File: src/rtl/b64e_pkg.sv
// Package with shared types, constants and the character table of the Base64 encoder.
package b64e_pkg;

	localparam logic [7:0] PadChar = 8'h3D;
	localparam int unsigned JobDepth = 2;

	typedef enum logic [1:0] {
		PH_0 = 2'd0,
		PH_1 = 2'd1,
		PH_2 = 2'd2
	} phase_t;

	typedef struct packed {
		logic [3:0][5:0] sextet;
		logic [3:0]      pad;
		logic [1:0]      last_idx;
		logic            fin;
	} job_t;

	function automatic logic [7:0] sextet_char(input logic [5:0] s);
		logic [7:0] c;
		case (s) inside
			[6'd0:6'd25]:  c = 8'h41 + {2'b00, s};
			[6'd26:6'd51]: c = 8'h61 + {2'b00, s} - 8'd26;
			[6'd52:6'd61]: c = 8'h30 + {2'b00, s} - 8'd52;
			6'd62:         c = 8'h2B;
			default:       c = 8'h2F;
		endcase
		return c;
	endfunction

endpackage

File: src/rtl/b64e_front.sv
// Front end: tracks the group phase and carry bits and turns each byte into a character job.
module b64e_front (
	input  logic               clk,
	input  logic               arst_n,
	input  logic               take,
	input  logic [7:0]         data_byte,
	input  logic               final_byte,
	output b64e_pkg::job_t     job
);

	b64e_pkg::phase_t phase_q;
	logic [3:0]       carry_q;
	b64e_pkg::phase_t phase_d;
	logic [3:0]       carry_d;

	always_comb begin
		job = '0;
		job.fin = final_byte;
		case (phase_q)
			b64e_pkg::PH_1: begin
				job.sextet[0] = {carry_q[1:0], data_byte[7:4]};
				job.sextet[1] = {data_byte[3:0], 2'b00};
				job.pad = 4'b0100;
				job.last_idx = final_byte ? 2'd2 : 2'd0;
				carry_d = data_byte[3:0];
				phase_d = b64e_pkg::PH_2;
			end
			b64e_pkg::PH_2: begin
				job.sextet[0] = {carry_q, data_byte[7:6]};
				job.sextet[1] = data_byte[5:0];
				job.last_idx = 2'd1;
				carry_d = 4'd0;
				phase_d = b64e_pkg::PH_0;
			end
			default: begin
				job.sextet[0] = data_byte[7:2];
				job.sextet[1] = {data_byte[1:0], 4'b0000};
				job.pad = 4'b1100;
				job.last_idx = final_byte ? 2'd3 : 2'd0;
				carry_d = {2'b00, data_byte[1:0]};
				phase_d = b64e_pkg::PH_1;
			end
		endcase
		if (final_byte) begin
			carry_d = 4'd0;
			phase_d = b64e_pkg::PH_0;
		end
	end

	always_ff @(posedge clk or negedge arst_n) begin
		if (!arst_n) begin
			phase_q <= b64e_pkg::PH_0;
			carry_q <= 4'd0;
		end else if (take) begin
			phase_q <= phase_d;
			carry_q <= carry_d;
		end
	end

endmodule

File: src/rtl/b64e_jobq.sv
// Short queue of character jobs between the front end and the back end.
module b64e_jobq (
	input  logic           clk,
	input  logic           arst_n,
	input  logic           wr_en,
	input  b64e_pkg::job_t wr_job,
	output logic           q_full,
	input  logic           rd_en,
	output b64e_pkg::job_t rd_job,
	output logic           q_empty
);

	localparam int unsigned PtrW = $clog2(b64e_pkg::JobDepth);

	b64e_pkg::job_t       mem_q [b64e_pkg::JobDepth];
	logic [PtrW-1:0]      wr_ptr_q;
	logic [PtrW-1:0]      rd_ptr_q;
	logic [PtrW:0]        count_q;

	assign q_full  = (count_q == (PtrW+1)'(b64e_pkg::JobDepth));
	assign q_empty = (count_q == '0);
	assign rd_job  = mem_q[rd_ptr_q];

	always_ff @(posedge clk) begin
		if (wr_en) begin
			mem_q[wr_ptr_q] <= wr_job;
		end
	end

	always_ff @(posedge clk or negedge arst_n) begin
		if (!arst_n) begin
			wr_ptr_q <= '0;
			rd_ptr_q <= '0;
			count_q <= '0;
		end else begin
			if (wr_en) begin
				wr_ptr_q <= wr_ptr_q + 1'b1;
			end
			if (rd_en) begin
				rd_ptr_q <= rd_ptr_q + 1'b1;
			end
			if (wr_en && !rd_en) begin
				count_q <= count_q + 1'b1;
			end else if (!wr_en && rd_en) begin
				count_q <= count_q - 1'b1;
			end
		end
	end

endmodule

File: src/rtl/b64e_back.sv
// Back end: walks each job one character a cycle to the output register when free.
module b64e_back (
	input  logic           clk,
	input  logic           arst_n,
	input  b64e_pkg::job_t job,
	input  logic           job_valid,
	output logic           job_done,
	output logic [7:0]     out_char,
	output logic           out_last,
	output logic           empty,
	input  logic           pop
);

	logic [1:0] idx_q;
	logic       valid_q;
	logic [7:0] char_q;
	logic       last_q;
	logic       advance;
	logic       at_end;

	assign advance  = (!valid_q || pop) && job_valid;
	assign at_end   = (idx_q == job.last_idx);
	assign job_done = advance && at_end;
	assign empty    = !valid_q;
	assign out_char = char_q;
	assign out_last = last_q;

	always_ff @(posedge clk) begin
		if (advance) begin
			char_q <= job.pad[idx_q] ? b64e_pkg::PadChar
				: b64e_pkg::sextet_char(job.sextet[idx_q]);
			last_q <= at_end && job.fin;
		end
	end

	always_ff @(posedge clk or negedge arst_n) begin
		if (!arst_n) begin
			idx_q <= 2'd0;
			valid_q <= 1'b0;
		end else begin
			if (advance) begin
				valid_q <= 1'b1;
				idx_q <= at_end ? 2'd0 : idx_q + 2'd1;
			end else if (pop) begin
				valid_q <= 1'b0;
			end
		end
	end

endmodule

File: src/rtl/base64_stream_encoder.sv
// Top level of the Base64 stream encoder.
//
// Channel  | Handshake     | Payload
// input    | push / full   | data_byte, final_byte
// result   | empty / pop   | out_char, out_last
//
// The back end emits one character per cycle while results are popped; a byte yields
// one or two characters, about 4/3 on average, and four for a final byte in the first phase.
// A byte is taken in any cycle in which the two-entry job queue has room.
// A result waiting in the output register holds the back end; the front end stalls once the queue is full.
// Reset clears the phase, carry bits, queue pointers and the output valid flag at once.
module base64_stream_encoder (
	input  logic       clk,
	input  logic       arst_n,
	input  logic       push,
	output logic       full,
	input  logic [7:0] data_byte,
	input  logic       final_byte,
	output logic       empty,
	input  logic       pop,
	output logic [7:0] out_char,
	output logic       out_last
);

	b64e_pkg::job_t wr_job;
	b64e_pkg::job_t rd_job;
	logic           take;
	logic           q_empty;
	logic           job_done;

	assign take = push && !full;

	b64e_front u_front (
		.clk        (clk),
		.arst_n     (arst_n),
		.take       (take),
		.data_byte  (data_byte),
		.final_byte (final_byte),
		.job        (wr_job)
	);

	b64e_jobq u_jobq (
		.clk     (clk),
		.arst_n  (arst_n),
		.wr_en   (take),
		.wr_job  (wr_job),
		.q_full  (full),
		.rd_en   (job_done),
		.rd_job  (rd_job),
		.q_empty (q_empty)
	);

	b64e_back u_back (
		.clk       (clk),
		.arst_n    (arst_n),
		.job       (rd_job),
		.job_valid (!q_empty),
		.job_done  (job_done),
		.out_char  (out_char),
		.out_last  (out_last),
		.empty     (empty),
		.pop       (pop)
	);

endmodule

File: config.mk
export PLATFORM = sky130hd
export DESIGN_NAME = base64_stream_encoder
export DESIGN_NICKNAME = d
export VERILOG_FILES = /design/src/rtl/b64e_pkg.sv /design/src/rtl/b64e_front.sv /design/src/rtl/b64e_jobq.sv /design/src/rtl/b64e_back.sv /design/src/rtl/base64_stream_encoder.sv
export SDC_FILE = /design/constraint.sdc
export NUM_CORES = 1
export LEC_CHECK = 0
export BUFFER_PORTS_ARGS = -buffer_cell sky130_fd_sc_hd__buf_4
export CORE_MARGIN = 1.5
export CORE_UTILIZATION = 56
export CTS_CLUSTER_SIZE = 24
export DETAILED_ROUTE_END_ITERATION = 10
export GPL_ROUTABILITY_DRIVEN = 0
export HOLD_SLACK_MARGIN = 0.06
export PLACE_DENSITY_LB_ADDON = 0.08
export SLEW_MARGIN = 40
export SYNTH_ARGS = -nofsm -noshare
export SYNTH_HDL_FRONTEND = slang
export SYNTH_HIERARCHICAL = 1
export SYNTH_SLANG_ARGS = --single-unit
File: constraint.sdc
create_clock -name clk -period 3 [get_ports clk]
set_input_delay 0.3 -clock clk [delete_from_list [all_inputs] [get_ports clk]]
set_output_delay 0.3 -clock clk [all_outputs]
set_load 0.02 [all_outputs]
; Yosys cells after proc, flatten, opt, wreduce, memory -nomap -nowiden
; Memory sizes are Yosys's and may differ from the RTL's.
; Cells that the tools add are included.
[word_totals]
ff_bits = 22
elab_cells = 74
mem_bits_rw = 38
inputBits = 13
memories = 1
[classes]
muxes = 24
addsub = 10
reduce_logical = 18
n_eq_ne = 5
magnitude_cmp = 7
[mem_list]
columns = name, depth, width, read_ports, rd_ports_with_merged_regs, write_ports, line
row1 = u_jobq.mem_q, 2, 19, 1, 0, 1, b64e_jobq.sv:15  ; b64e_pkg::job_t mem_q [b64e_pkg::JobDepth];
[op_table]
columns = cell, count
row1 = two-way mux 8 bit, 3
row2 = case mux 12 bit (2 select lines), 1
row3 = adder 7 x 6 -> 8 bit (first input constant), 2
row4 = case mux 4 bit (2 select lines), 2
row5 = binary-select mux 6 bit (select 2 bit), 1
row6 = <= comparator 6 bit (second input constant), 2
row7 = two-way mux 2 bit, 6
row8 = logical AND 1 bit, 9
row9 = case mux 2 bit (2 select lines), 2
row10 = subtractor 8 x 5 -> 8 bit (second input constant), 1
row11 = subtractor 8 x 6 -> 8 bit (second input constant), 1
row12 = adder 6 x 6 -> 7 bit (first input constant), 1
row13 = equality test 6 bit (second input constant), 1
row14 = >= comparator 6 x 1 -> 1 bit (second input constant), 1
row15 = >= comparator 6 x 5 -> 1 bit (second input constant), 1
row16 = >= comparator 6 bit (second input constant), 1
row17 = <= comparator 6 x 5 -> 1 bit (second input constant), 1
row18 = two-way mux 6 bit, 1
row19 = logical NOT 1 bit, 5
row20 = two-way mux 1 bit, 5
row21 = adder 2 x 1 -> 2 bit (second input constant), 2
row22 = equality test 2 bit (second input constant), 2
row23 = two-way mux 4 bit, 1
row24 = nonzero test 2 bit, 2
row25 = 9 further kinds, 10

; Logic depth before layout (Yosys ltp)
; An unclocked memory read counts as a cell.
[depth]
word_depth = 8
ltp_mapped = 12
ltp_nobuf = 10

; Cells and area by module
; The synthesis kept the hierarchy.
[modules_own_cells]
columns = module, cells_each, area_per_inst_um2, n_inst
row1 = b64e_jobq, 113, 2577.5, 1
row2 = b64e_back, 127, 1233.7, 1
row3 = b64e_front, 83, 618.1, 1
row4 = base64_stream_encoder, 2, 17.5, 1

; Worst setup path after synthesis
; Ideal clock, no wire load.
[synth_path]
path_type = register to register
startpoint = reg u_jobq.rd_ptr_q
endpoint = reg u_back.char_q[3], in the netlist u_back/out_char[3], data pin
setup_ns = 0.255
path_buffers = 2
arrival_ns = 2.888
path_stages_with_launch = 12
path_slack_ns = -0.143
required_time_ns = 2.745
cell_sequence = dfrtp_1 buf_6 buf_12 mux2_4 mux4_2 inv_1 ha_1 nor2_1 a31oi_1 a31oi_2 or4_1 a31o_1
[synth_between]
elab_chain_cells = 8
word_cells_on_any_way = 22
cone_classes = add/sub (5) / order compare (6) / mux (7) / reduce/logical (3) / memory (1)
[synth_lines]
columns = element, line
row1 = from (decl), b64e_jobq.sv:17  ; logic [PtrW-1:0] rd_ptr_q;
row2 = from (signal assigned), b64e_jobq.sv:40  ; rd_ptr_q <= rd_ptr_q + 1'b1;
row3 = memory (2 x 19 bit) *, n/a
row4 = binary-select mux 6 bit (select 2 bit), b64e_back.sv:31  ; : b64e_pkg::sextet_char(job.sextet[idx_q]);
row5 = two-way mux 6 bit (implied by the code), b64e_back.sv:31
row6 = adder 6 x 6 -> 7 bit (tied with other cells), b64e_pkg.sv:25  ; [6'd52:6'd61]: c = 8'h30 + {2'b00, s} - 8'd52;
row7 = subtractor 8 x 6 -> 8 bit / logical AND 1 bit (equally long branches), "b64e_pkg.sv:25, b64e_back.sv:31"
row8 = two-way mux 8 bit (3 in series), b64e_pkg.sv:22  ; case (s) inside
row9 = to (signal assigned), b64e_back.sv:30  ; char_q <= job.pad[idx_q] ? b64e_pkg::PadChar
row10 = to (decl), b64e_back.sv:16  ; logic [7:0] char_q;
; Every way passes the cells marked *; elsewhere a longest branch is shown, timed or not. The select of a mux whose other input is x is not followed.
; A chain may end at the register's enable or synchronous reset.

; Worst setup path after layout
; Ends and elaborated chain as after synthesis.

==> qor.yml <==
status: "finished, violations left"
failed_checks: "setup timing"
layout_setup_ws_ns: -0.126
gr-total-overflow: 0
worst_path_cell_with_the_longest_stage_delay: "or4b_4"
report.final.setup_viol: 6
floorplan.die.height_um: 92.1
antenna_cells: 0
clock_tree.buffer_depth: 2
clk_transition_reported_paths_ns: 0.09
hold_class: "primary input to register"
cpLargestDelayFamily: "multiplexers"
finalSetupTns_ns: -0.389
grt_start_max_net_pins: 32
ff2ff_setup_slack_ns: -0.13
cts_num_sinks: 84
cts_inserted_buffers: 9
postSynthAreaPerCell_um2: 13.7
synth_async_sr_flop_share_pct: 15.5
die_w_um: 92.1
final.period_utilization_pct: 104
drt_first_iter_violations: 109
finish.net_count: 418
detail_route.first_pass.iterations: 4
layout.filler_cells: 580
place.port_buffers: 23
worst_r2r_startpoint: "u_jobq/rd_ptr_q$_DFFE_PN0P_"
cp-start-kind: "register"
final_layout_size_suffix_gt1_share_pct: 38.0
drc_errors: 0
dpl.hpwl_um: 5690
yosysWarningCount: 6
cts_htree_levels: 3
synth_cell_type_count: 58
synthesis.instances: 325
final_antenna_net_count: 0
detailedPlace.worstSlack_ns: -0.115
fin_skew_ns: 0.00587
clk_latency_ns: 0.35
criticalPathCategory: "register to register"
floorplan.core_area_um2: 7690
fmax_ghz: 0.320
clock_tree.root_cell: "clkbuf_8"
first_global_vias: 2686
syn_area_um2: 4450
multi_input_comb_area_um2: 1850
crit_chain: "buf_12 -> mux2_4 -> mux4_2 -> buf_6 -> or4b_4 -> a22oi_4 -> and4_1 -> a21oi_1 -> a31o_1"
timing.max_slew.rel_slack_pct: 52.8
floorplan.io_pins: 24
hold_violations: 0
critical-path-max-stage-delay_ns: 0.56
critical_path.startpoint: "u_jobq/rd_ptr_q$_DFFE_PN0P_"
crit_buf_inv: 2
crit_cells: 9
worst_slew_pin_slew_ns: 0.708
timing_max_transition_violations_final: 0
ys_dominant_reg_cell: "edfxtp_1"
maxCapViolCount: 0
antenna_found_initial: 0
avgRoutedWirePerCell_um: 16.6
critPathRequiredTime_ns: 3.11
layout.area.seq_um2: 2460
start_util_pct: 57.8
std_cell_rows: 32
synth.ff_latch_count: 84
synthToLayoutAreaGrowth_pct: 18.7
worstReg2RegEnd: "u_back/out_char[3]$_SDFFCE_PP1P_"
r2r_cells: 9
synth-seq-area-share_pct: 55.3
timing.final.crit_period_ns: 3.13
worstPathArrival_ns: 3.24
routed_vias: 2747
cp-end-kind: "register"
count_of_flip_flops_with_a_built_in_enable_after_synthesis: 71
routed_via_density: 5.51
grt_first_pass_wirelength_um: 13200
critPathCapture: "u_back/out_char[3]$_SDFFCE_PP1P_"
detail_route.wirelength_um: 8290
setup_repair_after_global_routing_missed_its_margin: "true"
die_area_um2: 8480
critPathMaxFanout: 7
grt_usage_pct: 20.5
tritoncts_clock_tree: "yes"
layout by cell type, fill, tap and decap left out, types with 3 or more instances in the layout:
| cell | instances |
|---|---|
| a21oi_1 | 7 |
| a22oi_1 | 11 |
| and2_1 | 4 |
| buf_4 | 67 |
| buf_6 | 3 |
| clkbuf_8 | 9 |
| conb_1 | 14 |
| dfrtp_1 | 12 |
| edfxtp_1 | 71 |
| ha_1 | 8 |
| ha_2 | 3 |
| inv_1 | 14 |
| mux2_2 | 3 |
| mux2_4 | 29 |
| mux4_2 | 7 |
| nand2_1 | 20 |
| nand2b_1 | 3 |
| nand3b_1 | 4 |
| nor2_1 | 14 |
| nor2_4 | 3 |
| o21ai_0 | 15 |
| o22ai_1 | 5 |
| xor2_1 | 6 |
timing repair:
item | CTS | global route
gates resized for setup | 6 | 14
pin swaps | 5 | 9
cloned | 0 | 1
setup endpoints to repair | 6 | 7
buffers inserted | 6 | 5
hold buffers | 1 | 0
hold endpoints to repair | 13 | 0
routing by layer:
layer	up-vias	routed length, um	global-route usage (%)
li1	1313	-	-
met1	1364	3730	26.2
met2	56	4160	34.6
met3	14	243	4.15
met4	0	150	7.56
met5	-	0	0
layout make-up:
type                       count  share of cell area [%]
clock inverter                 7                    1.28
timing repair buffer          73                    11.2
tap                          102                    2.42
multi-input combinational    208                    35.0
inverter                      16                    1.19
sequential                    84                    46.6
clock buffer                   9                    2.35
stage by stage:
step / hold WS, ns / std cells / utilization (%) / area, um2
2_1_floorplan: 0.00441 / 338 / - / 4530
3_3_place_gp: 0.168 / 471 / 63.6 / 4890
3_5_place_dp: 0.177 / 471 / 63.6 / 4890
4_1_cts: 0.187 / 494 / 67.1 / 5160
5_1_grt: 0.193 / 499 / 68.7 / 5280
6_report: 0.206 / 499 / 68.7 / 5280
registers in the layout, indices dropped and copies added, names as in the netlist:
| register | count |
|---|---|
| u_back/idx_q | 2 |
| u_back/out_char | 8 |
| u_back/out_last | 1 |
| u_back/valid_q | 1 |
| u_front/carry_q | 4 |
| u_front/phase_q | 2 |
| u_jobq/count_q | 2 |
| u_jobq/mem_q | 62 |
| u_jobq/rd_ptr_q | 1 |
| u_jobq/wr_ptr_q | 1 |
worst min-delay path by stage:
stage               slack [ns]  cells past startpoint                             end        from
floorplan                0.004                      0     u_back/idx_q[0]$_DFFE_PN0P_      arst_n
global placement          0.17                      1  u_front/phase_q[0]$_DFFE_PN0P_      arst_n
detailed placement        0.18                      1  u_front/phase_q[0]$_DFFE_PN0P_      arst_n
CTS                       0.19                      1    u_jobq/mem_q[0][0]$_DFFE_PP_  final_byte
global route              0.19                      1    u_jobq/mem_q[0][0]$_DFFE_PP_  final_byte
finish                    0.21                      1    u_jobq/mem_q[0][0]$_DFFE_PP_  final_byte
cells by family (layout without fill, tap and decap cells):
| group | after synthesis | count (layout) | synth area share, % |
|---|---|---|---|
| simple gates | 71 | 71 | 8.61 |
| other cells | 1 | 14 | 0.0843 |
| flops | 84 | 84 | 55.3 |
| buf+inv | 46 | 105 | 6.84 |
| xor+xnor | 8 | 8 | 1.58 |
| mux | 41 | 41 | 14.5 |
| fa+ha+maj | 13 | 13 | 3.66 |
| compound gates | 61 | 61 | 9.43 |
cells in the mapped netlist (all sizes together), types with 2 or more instances:
cell type	n	area (um2)
a21oi	7	35.0
a22oi	12	104
a31o	2	17.5
a31oi	4	31.3
and2	4	25.0
buf	27	233
clkbuf	3	11.3
dfrtp	13	325
edfxtp	71	2130
ha	13	163
inv	16	60.1
mux2	32	469
mux2i	2	20.0
mux4	7	158
nand2	21	81.3
nand2b	3	18.8
nand3b	4	30.0
nand4	2	12.5
nor2	18	70.1
nor2b	4	32.5
nor3	2	10.0
nor4	3	18.8
nor4b	2	17.5
o21a	2	15.0
o21ai	17	85.1
o21bai	2	15.0
o22ai	5	31.3
xnor2	2	17.5
xor2	6	52.6
Power is not shown: default switching activity piles up to over one toggle a cycle in this logic, so the estimate is an artifact.
